`config.mk`:
```
export PLATFORM = sky130hd
export DESIGN_NAME = ordered_list_engine
export DESIGN_NICKNAME = d
export VERILOG_FILES = /design/src/sv/ole_pkg.sv /design/src/sv/ole_store.sv /design/src/sv/ordered_list_engine.sv
export SDC_FILE = /design/constraint.sdc
export NUM_CORES = 1
export LEC_CHECK = 0
export BUFFER_PORTS_ARGS = -buffer_cell sky130_fd_sc_hd__buf_2
export CAP_MARGIN = 10
export CORE_MARGIN = 8
export CORE_UTILIZATION = 45
export CTS_CLUSTER_DIAMETER = 80
export DETAILED_ROUTE_END_ITERATION = 12
export HOLD_SLACK_MARGIN = 0.05
export REMOVE_ABC_BUFFERS = 1
export SYNTH_ARGS = -nofsm -noshare
export SYNTH_HDL_FRONTEND = slang
export SYNTH_HIERARCHICAL = 1
export SYNTH_SLANG_ARGS = --single-unit
```
`constraint.sdc`:
```
create_clock -name clock -period 10.94 [get_ports clock]
set_input_delay 1.094 -clock clock [delete_from_list [all_inputs] [get_ports clock]]
set_output_delay 1.094 -clock clock [all_outputs]
set_load 0.02 [all_outputs]
```
`src/sv/ole_pkg.sv`:
```
package ole_pkg;

   // Command codes carried in the lowest bits of an input transaction
   typedef enum logic [2:0] {
      CMD_APPEND     = 3'd0,
      CMD_DEL_FIRST  = 3'd1,
      CMD_DEL_LAST   = 3'd2,
      CMD_DEL_AT_POS = 3'd3,
      CMD_READ_ALL   = 3'd4
   } cmd_type;

   typedef enum logic [1:0] {
      ST_OK     = 2'd0,
      ST_EMPTY  = 2'd1,
      ST_BADPOS = 2'd2,
      ST_FULL   = 2'd3
   } status_type;

   // Datapath operation selected by one control word
   typedef enum logic [2:0] {
      ACT_NONE,
      ACT_APPEND,
      ACT_DEC,
      ACT_IDX_ZERO,
      ACT_IDX_POS,
      ACT_SHIFT,
      ACT_EMIT_DATA,
      ACT_EMIT_STATUS
   } act_type;

   // Jump condition; when it holds the step counter loads the target, or the command's entry step on dispatch
   typedef enum logic [2:0] {
      COND_NEVER,
      COND_ALWAYS,
      COND_DISPATCH,
      COND_EMPTY,
      COND_FULL,
      COND_BADPOS,
      COND_SHIFT_DONE,
      COND_MORE
   } cond_type;

   // What a step waits for before it acts and moves on
   typedef enum logic [1:0] {
      HOLD_NONE,
      HOLD_REQ,
      HOLD_OUT
   } hold_type;

   typedef logic [4:0] step_type;

   localparam step_type S_FETCH     = 5'd0;
   localparam step_type S_APP_CHK   = 5'd1;
   localparam step_type S_APP_DO    = 5'd2;
   localparam step_type S_DF_CHK    = 5'd3;
   localparam step_type S_DF_SET    = 5'd4;
   localparam step_type S_DL_CHK    = 5'd5;
   localparam step_type S_DL_DO     = 5'd6;
   localparam step_type S_DP_CHK    = 5'd7;
   localparam step_type S_DP_POS    = 5'd8;
   localparam step_type S_DP_SET    = 5'd9;
   localparam step_type S_SH_RD     = 5'd10;
   localparam step_type S_SH_WR     = 5'd11;
   localparam step_type S_SH_END    = 5'd12;
   localparam step_type S_RD_CHK    = 5'd13;
   localparam step_type S_RD_SET    = 5'd14;
   localparam step_type S_RD_ADDR   = 5'd15;
   localparam step_type S_RD_EMIT   = 5'd16;
   localparam step_type S_RD_END    = 5'd17;
   localparam step_type S_EM_OK     = 5'd18;
   localparam step_type S_EM_EMPTY  = 5'd19;
   localparam step_type S_EM_BADPOS = 5'd20;
   localparam step_type S_EM_FULL   = 5'd21;

   typedef struct packed {
      act_type    act;
      cond_type   cond;
      hold_type   hold;
      step_type   target;
      status_type status;
   } ucode_type;

   function automatic ucode_type ucode_rom(input step_type step);
      ucode_type w;
      w = '{act: ACT_NONE, cond: COND_ALWAYS, hold: HOLD_NONE,
            target: S_FETCH, status: ST_OK};
      unique case (step)
         S_FETCH:     begin w.cond = COND_DISPATCH; w.hold = HOLD_REQ; end
         S_APP_CHK:   begin w.cond = COND_FULL; w.target = S_EM_FULL; end
         S_APP_DO:    begin w.act = ACT_APPEND; w.target = S_EM_OK; end
         S_DF_CHK:    begin w.cond = COND_EMPTY; w.target = S_EM_EMPTY; end
         S_DF_SET:    begin w.act = ACT_IDX_ZERO; w.target = S_SH_RD; end
         S_DL_CHK:    begin w.cond = COND_EMPTY; w.target = S_EM_EMPTY; end
         S_DL_DO:     begin w.act = ACT_DEC; w.target = S_EM_OK; end
         S_DP_CHK:    begin w.cond = COND_EMPTY; w.target = S_EM_EMPTY; end
         S_DP_POS:    begin w.cond = COND_BADPOS; w.target = S_EM_BADPOS; end
         S_DP_SET:    begin w.act = ACT_IDX_POS; w.target = S_SH_RD; end
         // read of entry idx+1 is issued here by the address mux
         S_SH_RD:     begin w.cond = COND_SHIFT_DONE; w.target = S_SH_END; end
         S_SH_WR:     begin w.act = ACT_SHIFT; w.target = S_SH_RD; end
         S_SH_END:    begin w.act = ACT_DEC; w.target = S_EM_OK; end
         S_RD_CHK:    begin w.cond = COND_EMPTY; w.target = S_EM_EMPTY; end
         S_RD_SET:    begin w.act = ACT_IDX_ZERO; w.cond = COND_NEVER; end
         S_RD_ADDR:   begin w.cond = COND_NEVER; end
         S_RD_EMIT:   begin
            w.act = ACT_EMIT_DATA; w.cond = COND_MORE; w.hold = HOLD_OUT;
            w.target = S_RD_ADDR;
         end
         S_RD_END:    begin w.target = S_FETCH; end
         S_EM_OK:     begin
            w.act = ACT_EMIT_STATUS; w.hold = HOLD_OUT; w.status = ST_OK;
         end
         S_EM_EMPTY:  begin
            w.act = ACT_EMIT_STATUS; w.hold = HOLD_OUT; w.status = ST_EMPTY;
         end
         S_EM_BADPOS: begin
            w.act = ACT_EMIT_STATUS; w.hold = HOLD_OUT; w.status = ST_BADPOS;
         end
         S_EM_FULL:   begin
            w.act = ACT_EMIT_STATUS; w.hold = HOLD_OUT; w.status = ST_FULL;
         end
         default:     begin w.target = S_FETCH; end
      endcase
      return w;
   endfunction

   // Entry point of each command's routine
   function automatic step_type dispatch(input logic [2:0] cmd);
      step_type s;
      unique case (cmd)
         CMD_APPEND:     s = S_APP_CHK;
         CMD_DEL_FIRST:  s = S_DF_CHK;
         CMD_DEL_LAST:   s = S_DL_CHK;
         CMD_DEL_AT_POS: s = S_DP_CHK;
         CMD_READ_ALL:   s = S_RD_CHK;
         default:        s = S_EM_BADPOS;
      endcase
      return s;
   endfunction

endpackage

```
`src/sv/ole_store.sv`:
```
// Entry store: one write port, one read port with registered read data.
module ole_store #(
   parameter int DEPTH = 32
) (
   input  logic                     clock,
   input  logic                     wr_en,
   input  logic [$clog2(DEPTH)-1:0] wr_addr,
   input  logic [31:0]              wr_data,
   input  logic [$clog2(DEPTH)-1:0] rd_addr,
   output logic [31:0]              rd_data
);

   logic [31:0] mem [DEPTH];
   logic [31:0] rd_data_ff;

   always_ff @(posedge clock) begin
      if (wr_en) begin
         mem[wr_addr] <= wr_data;
      end
   end

   always_ff @(posedge clock) begin
      rd_data_ff <= mem[rd_addr];
   end

   assign rd_data = rd_data_ff;

endmodule

```
`src/sv/ordered_list_engine.sv`:
```
// Ordered list engine: a bounded list of signed 32-bit values kept in order.
// Request channel (req_*): one transaction carries a command, a value for
// append and a 1-based position for delete-at-position. Response channel
// (rsp_*): every command except read-all gives one status transaction with
// tdata zero and tlast high. Read-all gives one transaction per entry, head
// first, status ok and tlast on the tail, or a single empty status.
// Commands run one at a time under a small microprogram; req_tready is high
// only while the sequencer sits in its fetch step.
// Delete first and delete at position move every later entry down by one,
// each moved entry needing a read then a write through the store.
// A result sits in the response register until taken; the sequencer stalls
// at its next emit step while it is occupied, but may already fetch the
// next command after the final result of the current one.
// Reset (synchronous, active high) empties the list and drops any pending
// response; the store contents are not cleared and need no sweep.
module ordered_list_engine #(
   parameter int CAPACITY = 32
) (
   input  logic        clock,
   input  logic        reset,
   // request
   input  logic        req_tvalid,
   output logic        req_tready,
   input  logic [47:0] req_tdata,   // [2:0] command, [34:3] value, [42:35] position
   // response
   output logic        rsp_tvalid,
   input  logic        rsp_tready,
   output logic [31:0] rsp_tdata,   // [31:0] data
   output logic [1:0]  rsp_tuser,   // [1:0] status
   output logic        rsp_tlast
);

   localparam int CW = $clog2(CAPACITY + 1);
   localparam int IW = $clog2(CAPACITY);

   // sequencer state
   ole_pkg::step_type  step_ff, step_in;
   ole_pkg::ucode_type uw;

   // datapath registers
   logic [CW-1:0] count_ff, count_in;
   logic [IW-1:0] idx_ff, idx_in;
   logic [31:0]   value_ff, value_in;
   logic [7:0]    pos_ff, pos_in;

   // response register
   logic          rsp_valid_ff, rsp_valid_in;
   logic [31:0]   rsp_data_ff, rsp_data_in;
   logic [1:0]    rsp_status_ff, rsp_status_in;
   logic          rsp_last_ff, rsp_last_in;

   // store port
   logic          wr_en;
   logic [IW-1:0] wr_addr;
   logic [31:0]   wr_data;
   logic [IW-1:0] rd_addr;
   logic [31:0]   rd_data;

   logic          out_free;
   logic          go;
   logic          cond_hit;
   logic [CW-1:0] idx_next;

   ole_store #(
      .DEPTH (CAPACITY)
   ) u_store (
      .clock   (clock),
      .wr_en   (wr_en),
      .wr_addr (wr_addr),
      .wr_data (wr_data),
      .rd_addr (rd_addr),
      .rd_data (rd_data)
   );

   assign uw       = ole_pkg::ucode_rom(step_ff);
   assign out_free = !rsp_valid_ff || rsp_tready;
   assign idx_next = CW'(idx_ff) + CW'(1);

   // a step acts and moves on only once what it waits for is there
   always_comb begin
      unique case (uw.hold)
         ole_pkg::HOLD_REQ: go = req_tvalid;
         ole_pkg::HOLD_OUT: go = out_free;
         default:           go = 1'b1;
      endcase
   end

   always_comb begin
      unique case (uw.cond)
         ole_pkg::COND_ALWAYS:     cond_hit = 1'b1;
         ole_pkg::COND_DISPATCH:   cond_hit = 1'b1;
         ole_pkg::COND_EMPTY:      cond_hit = (count_ff == '0);
         ole_pkg::COND_FULL:       cond_hit = (count_ff == CW'(CAPACITY));
         ole_pkg::COND_BADPOS:     cond_hit = (pos_ff == 8'd0) ||
                                              (pos_ff > 8'(count_ff));
         ole_pkg::COND_SHIFT_DONE: cond_hit = (idx_next >= count_ff);
         ole_pkg::COND_MORE:       cond_hit = (idx_next != count_ff);
         default:                  cond_hit = 1'b0;
      endcase
   end

   // step counter
   always_comb begin
      step_in = step_ff;
      if (go) begin
         if (uw.cond == ole_pkg::COND_DISPATCH) begin
            step_in = ole_pkg::dispatch(req_tdata[2:0]);
         end else if (cond_hit) begin
            step_in = uw.target;
         end else begin
            step_in = step_ff + ole_pkg::step_type'(1);
         end
      end
   end

   assign req_tready = (uw.hold == ole_pkg::HOLD_REQ);

   // datapath
   always_comb begin
      count_in      = count_ff;
      idx_in        = idx_ff;
      value_in      = value_ff;
      pos_in        = pos_ff;
      rsp_valid_in  = rsp_valid_ff && !rsp_tready;
      rsp_data_in   = rsp_data_ff;
      rsp_status_in = rsp_status_ff;
      rsp_last_in   = rsp_last_ff;
      wr_en         = 1'b0;
      wr_addr       = idx_ff;
      wr_data       = rd_data;
      // the shift loop reads one entry ahead; otherwise the read follows idx
      rd_addr       = (step_ff == ole_pkg::S_SH_RD) ? IW'(idx_next) : idx_ff;

      if (go && uw.hold == ole_pkg::HOLD_REQ) begin
         value_in = req_tdata[34:3];
         pos_in   = req_tdata[42:35];
      end

      if (go) begin
         case (uw.act)
            ole_pkg::ACT_APPEND: begin
               wr_en    = 1'b1;
               wr_addr  = IW'(count_ff);
               wr_data  = value_ff;
               count_in = count_ff + CW'(1);
            end
            ole_pkg::ACT_DEC: begin
               count_in = count_ff - CW'(1);
            end
            ole_pkg::ACT_IDX_ZERO: begin
               idx_in = '0;
            end
            ole_pkg::ACT_IDX_POS: begin
               idx_in = IW'(pos_ff - 8'd1);
            end
            ole_pkg::ACT_SHIFT: begin
               // close the gap: entry idx+1 moves down to idx
               wr_en  = 1'b1;
               idx_in = IW'(idx_next);
            end
            ole_pkg::ACT_EMIT_DATA: begin
               rsp_valid_in  = 1'b1;
               rsp_data_in   = rd_data;
               rsp_status_in = ole_pkg::ST_OK;
               rsp_last_in   = (idx_next == count_ff);
               idx_in        = IW'(idx_next);
            end
            ole_pkg::ACT_EMIT_STATUS: begin
               rsp_valid_in  = 1'b1;
               rsp_data_in   = '0;
               rsp_status_in = uw.status;
               rsp_last_in   = 1'b1;
            end
            default: begin
            end
         endcase
      end
   end

   always_ff @(posedge clock) begin
      if (reset) begin
         step_ff      <= ole_pkg::S_FETCH;
         count_ff     <= '0;
         rsp_valid_ff <= 1'b0;
      end else begin
         step_ff      <= step_in;
         count_ff     <= count_in;
         rsp_valid_ff <= rsp_valid_in;
      end
   end

   always_ff @(posedge clock) begin
      idx_ff        <= idx_in;
      value_ff      <= value_in;
      pos_ff        <= pos_in;
      rsp_data_ff   <= rsp_data_in;
      rsp_status_ff <= rsp_status_in;
      rsp_last_ff   <= rsp_last_in;
   end

   assign rsp_tvalid = rsp_valid_ff;
   assign rsp_tdata  = rsp_data_ff;
   assign rsp_tuser  = rsp_status_ff;
   assign rsp_tlast  = rsp_last_ff;

`ifndef SYNTHESIS
   a_count_bound: assert property (@(posedge clock) disable iff (reset)
      count_ff <= CW'(CAPACITY))
      else $error("entry count beyond capacity");

   a_count_step: assert property (@(posedge clock) disable iff (reset)
      !$past(reset) |-> (count_ff == $past(count_ff)) ||
                        (count_ff == $past(count_ff) + CW'(1)) ||
                        (count_ff == $past(count_ff) - CW'(1)))
      else $error("entry count moved by more than one");

   a_shift_in_range: assert property (@(posedge clock) disable iff (reset)
      (step_ff == ole_pkg::S_SH_WR) |-> (idx_next < count_ff))
      else $error("shift reads beyond the list tail");
`endif

endmodule
```
After elaboration in Yosys (flattened, before gate mapping)
Memories as Yosys holds them, arrays and structs flattened. A register that Yosys moved wholly into a read port is not among the register bits. Cells that the tools add are included. Widths: inputs -> output; s select.

Add/subtract/negate cells: 5. Order comparisons: 2. Eq/ne operators: 43. Multiplexer cells: 26. Reduce and logical (&&, ||, !) cells: 28.

Operators with widths (number): $mux 32 (2); $pmux 32 s2 (1); $pmux 3 s7 (2); $eq 5x4->1 const B (8); $pmux 5 s7 (1); $eq 3x3->1 const B (9); $eq 5x5->1 const B (5); $mux 5 (5); $pmux 5 s5 (1); $eq 5x3->1 const B (4); $eq 3x2->1 const B (6); $pmux 5 s3 (1); $reduce_or 2->1 (7); $pmux 6 s2 (1); $eq 5x2->1 const B (2); $eq 3x1->1 const B (3); $gt 8x6->1 (1); $logic_not 8->1 (1); $pmux 2 s2 (2); $reduce_or 4->1 (2); $add 5x1->6 const B (1); $add 6x1->6 const B (1); $eq 6x6->1 (1); $eq 6x6->1 const B (1); other kinds (23) (36).

Memories kept: 1. Bits of input ports: 52. Output and inout bits: 37. Flip-flop bits (word level): 92. Bits in writable memories: 1024.

Memory list: u_store.mem (words 32, width 32, rd ports 1, clocked after memory_dff 1, write ports 1, RTL line ole_store.sv:13) `logic [31:0] mem [DEPTH];`.

Logic depth before layout (Yosys ltp)
Depth in word-level cells: 9. Gate-level depth with buffers: 17. Gate-level depth less buffers: 14.

Hierarchy
Netlist, hierarchy kept.

Modules (own cells, without submodules): ole_store (seq. area each 31390.1 µm², area an instance 40485.1 µm², times used 1, cells an instance 2260); ordered_list_engine (seq. area each 2642.5 µm², area an instance 5106.1 µm², times used 1, cells an instance 421).

Worst setup path before layout
Ideal clock, no wire load.

Path kind: flip-flop to flip-flop. Start point: reg step_ff[0]. End point: mem u_store.mem[12][0], enable pin. Path buffers: 4. Setup slack: 5.058 ns. Arrival time: 5.461 ns. Stages on the path, launching flop included: 16. Library setup time: 0.421 ns. Clock period less this slack: 5.882 ns. Cell sequence: dfxtp_1 -> ha_1 -> clkbuf_1 -> nor3_1 -> a211oi_1 -> nor2_1 -> ha_1 -> a221oi_2 -> nor4_1 -> nor2b_1 -> buf_2 -> buf_2 -> mux2_2 -> or3b_2 -> clkbuf_1 -> nor2_1.

Elaborated cells between the ends (all ways): 31. Those cells by class: eq/ne (16); mux (9); reduce/logical (6).

RTL lines: start, declared (RTL line ordered_list_engine.sv:37) `ole_pkg::step_type step_ff, step_in;`; start signal, assigned (RTL line ordered_list_engine.sv:182) `step_ff <= ole_pkg::S_FETCH;`; start signal, assigned (RTL line ordered_list_engine.sv:186) `step_ff <= step_in;`; $eq 5x5->1 (RTL line ole_pkg.sv:87) `unique case (step)`; $reduce_or 5->1 (no line); $pmux 2 s2 (*) (RTL line ole_pkg.sv:87); $eq 2x1->1 (*); net req_tready (RTL line ordered_list_engine.sv:23) `output logic req_tready,`; $pmux 1 s2 (*) (RTL line ordered_list_engine.sv:81) `unique case (uw.hold)`; $mux 1 (*) (RTL line ordered_list_engine.sv:139) `if (go) begin`; net wr_en (RTL line ordered_list_engine.sv:53) `logic wr_en;`; $mux 1 (*) (RTL line ole_store.sv:17) `if (wr_en) begin`; $mux 1 (not written as such) (*) (RTL line ole_store.sv:18) `mem[wr_addr] <= wr_data;`; end, declared (RTL line ole_store.sv:13).

Mark *: on every way through the listed nets, which the timed path passes. The rest lies on a longest branch.

Final worst setup path
Start point: reg step_ff[0]. End point: mem u_store.mem[10][24], enable pin.

Cells in the longest elaborated chain, start to end: 9. Elaborated cells between the ends (all ways): 31. Those cells by class: eq/ne (16); mux (9); reduce/logical (6).

RTL lines: $eq 5x5->1 (tied with other cells) (RTL line ole_pkg.sv:87); $reduce_or 4->1 (no line) / $reduce_or 2->1 (equally long branches); $pmux 3 s7 (RTL line ole_pkg.sv:87); $eq 3x1->1 / $eq 3x3->1 (equally long branches) (RTL line ordered_list_engine.sv:140) `case (uw.act)`; $reduce_or 2->1 (no line); $mux 1 (RTL line ordered_list_engine.sv:140); $mux 1 (*) (RTL line ordered_list_engine.sv:139); net wr_en (RTL line ordered_list_engine.sv:53); $mux 1 (*) (RTL line ole_store.sv:17); $mux 1 (not written as such) (*) (RTL line ole_store.sv:18).

Marks and branches as above.

==> flow_summary.json <==
{
  "outcome": "completed",
  "worstSetupPathType": "reg -> reg",
  "pwr-share-seq_pct": 45.6,
  "vias_per_cell": 5.61,
  "swShare_pct": 30.7,
  "whs_ps": 538,
  "synth_area_sq_um": 45600,
  "worstSetupEndpointType": "flip-flop",
  "nets": 2868,
  "num_rows": 116,
  "utilization_pct": 51.2,
  "ys.flop_type": "edfxtp_1",
  "grt_overflow_total": 0,
  "relSlewSlack_pct": 20.9,
  "ir_drop_v": 0.000186,
  "drive_above_1_share_pct": 14.1,
  "clockBufferDepth": 3,
  "clk_pin_slew_ps": 60,
  "rsz0062_at_grt": "false",
  "dpl_cell_area_sq_um": 47600,
  "synthArstFlopShare_pct": 0,
  "dieArea_sq_um": 112000,
  "clkPwrFrac_pct": 29.4,
  "cp_max_fo": 20,
  "grt_max_degree": 145,
  "final_cell_area_sq_um": 51300,
  "layout_setup_ws_ps": 4160,
  "p_int_w": 0.00900,
  "die_w_microns": 334,
  "power.total_w": 0.0130,
  "synth_edf_count": 1104,
  "ys_seq_elements": 1148,
  "place_hpwl_mm": 57.1,
  "syn_to_final_growth_pct": 12.6,
  "numCtsBuffers": 117,
  "routed_wirelength_mm": 106,
  "post_cts_buffers": 0,
  "wire_per_inst_microns": 24.9,
  "cp_data_arrival_time_ps": 7120,
  "clock-sinks": 1148,
  "n_fill_cell": 8103,
  "synth.yosys.warnings": 6,
  "clockRootBuffer": "clkbuf_16",
  "vias": 23800,
  "globalplace.congestion": 0.811,
  "power_density_nw_per_um2": 253,
  "initial_core_util_pct": 45.5,
  "antenna_found_initial": 4,
  "cp-start-kind": "flip-flop",
  "grt_pass1_vias": 24200,
  "ctsResizeCount": 0,
  "io_buffers": 83,
  "drt_first_pass_iters": 5,
  "cts_tree": "done",
  "drcViolationCount": 0,
  "hold_path_class": "reg -> reg",
  "antenna_cells_inserted": 0,
  "skew_ps": 36.5,
  "die_y_microns": 334,
  "drv_slew": 0,
  "drt_iter0_markers": 2282,
  "switchingPower_w": 0.00398,
  "grt_first_pass_wirelength_mm": 156,
  "combPwrFrac_pct": 25.0,
  "crit_required_ps": 11280,
  "hold_buffers": 0,
  "max_cap_violations": 0,
  "core_sq_um": 100000,
  "track_usage_pct": 18.6,
  "detail-route-antenna-nets": 0,
  "fmax_mhz": 148,
  "period_share_pct": 62.0,
  "ys_types": 66,
  "dp_slack_ps": 4320,
  "avgSynthCellArea_sq_um": 17.0,
  "hold_violations": 0,
  "final-setup-viol-count": 0,
  "min_period_ps": 6780,
  "clock_latency_ps": 710,
  "seq_area_frac_synth_pct": 74.6,
  "syn_inst": 2681,
  "io_pins": 89,
  "h-tree-depth": 3,
  "p_leak_nw": 17.6,
  "worst_slew_pin_slew_ps": 1190
}
-- power by group through the flow --
stage,combinational [W],clock [W],sequential [W]
after global routing,0.00353,0.00406,0.00594
after global placement,0.00317,0,0.00600
after detailed placement,0.00326,0,0.00601
after floorplan,0.00324,0,0.00597
after CTS,0.00328,0.00389,0.00592
final,0.00325,0.00382,0.00592
-- path summary, 6_finish.rpt --
| path | startpoint | to | slack, ps | cells past startpoint |
|---|---|---|---|---|
| hold / removal | u_store/rd_data[26] | rsp_tdata[26] | 540 | 1 |
| hold reg to reg | u_store/rd_data[26] | rsp_tdata[26] | 540 | 1 |
| setup / recovery | step_ff[0] | u_store/mem[10][24] | 4160 | 15 |
| setup reg to reg | step_ff[0] | u_store/mem[10][24] | 4160 | 15 |
-- flip-flops by register name, summed over array words and instances, names as in the netlist --
name / count
count_ff: 6
idx_ff: 5
pos_ff: 8
rsp_tdata: 32
rsp_tlast: 1
rsp_tuser: 2
rsp_tvalid: 1
step_ff: 5
u_store/mem: 1024
u_store/rd_data: 32
value_ff: 32
-- metal layers --
layer | global-route usage, % | share of wire, % | wire length, microns
met5 | 0 | 0.026 | 27
met4 | 5.35 | 2.3 | 2440
met3 | 3.52 | 5.7 | 6040
met2 | 30.2 | 48 | 50400
met1 | 25.6 | 44 | 46900
-- synthesized netlist by cell type, types with 3 or more instances --
cell type     n  share of area, %
nand3b_1      6             0.099
a221oi_2      3             0.099
buf_2        35              0.38
nor2b_1      38              0.52
a22o_1       64               1.2
dfxtp_1      44               1.9
or3b_2        3             0.058
buf_1         5             0.041
nor2_1       58              0.48
a211oi_1      5             0.082
a22oi_1      97               1.6
o22ai_1       8              0.11
o21a_1        4             0.066
nand2b_1     10              0.14
edfxtp_1   1104                73
a21o_1        4             0.066
buf_6        18              0.44
xnor2_1      12              0.23
nand3_1     103               1.1
a21oi_1     115               1.3
or2_2         3             0.041
a31oi_1      34              0.47
ha_1         25              0.69
buf_4        34              0.56
o21ai_0       7             0.077
nand2_1     114              0.94
clkbuf_1     52              0.43
mux2i_1     516                11
xor2_1        5             0.096
or3_1         5             0.069
nor3_1       45              0.49
inv_1        23              0.19
o21bai_1      3             0.049
mux2_2       38              0.94
-- per-stage QoR --
step                instances  setup TNS [ps]
floorplan                2535         -850280
global placement         4028               0
detailed placement       4028               0
CTS                      4245               0
global route             4245               0
finish                   4245               0
-- kinds of logic (layout without fill, tap and decap cells) --
logic type	after synthesis	after routing	share of synthesized area, %
adder cells (fa/ha/maj)	26	26	0.730
multiplexers	556	556	12.3
buffers and inverters	169	376	2.08
AO/OA/AOI/OAI	359	359	5.48
flip-flops	1148	1148	74.6
AND/OR/NAND/NOR	406	406	4.40
XOR/XNOR	17	17	0.327
-- final cells by class --
type | count | area [sq um] | area share (%)
sequential | 1148 | 34000 | 66.3
tap | 1357 | 1700 | 3.31
inverter | 23 | 86.3 | 0.168
multi-input combinational | 1364 | 10900 | 21.3
clock inverter | 55 | 454 | 0.885
timing repair buffer | 136 | 851 | 1.66
clock buffer | 162 | 3260 | 6.35
-- critical path: stages (launching register included) --
cell and delay (ps):
dfxtp_1 410, inv_1 120, ha_1 330, nor2_1 350, a211oi_4 110, nor2_1 380, inv_1 90, ha_1 310
a221oi_2 40, buf_4 220, nor4_1 700, nor2b_4 760, mux2_2 440, nand3b_1 690, nor2_4 890, buf_4 520
-- layout by cell type, fill, tap and decap left out, drive strengths merged, types with 38 or more instances in the layout --
cell type  count
buf          136
a22o          64
a22oi         97
nand2        114
clkinv        41
mux2i        516
a21oi        116
nor3          45
mux2          40
edfxtp      1104
nor2          58
nand3        103
nor2b         38
dfxtp         44
clkbuf       162
No activity file was read; power rests on OpenSTA's default activity.
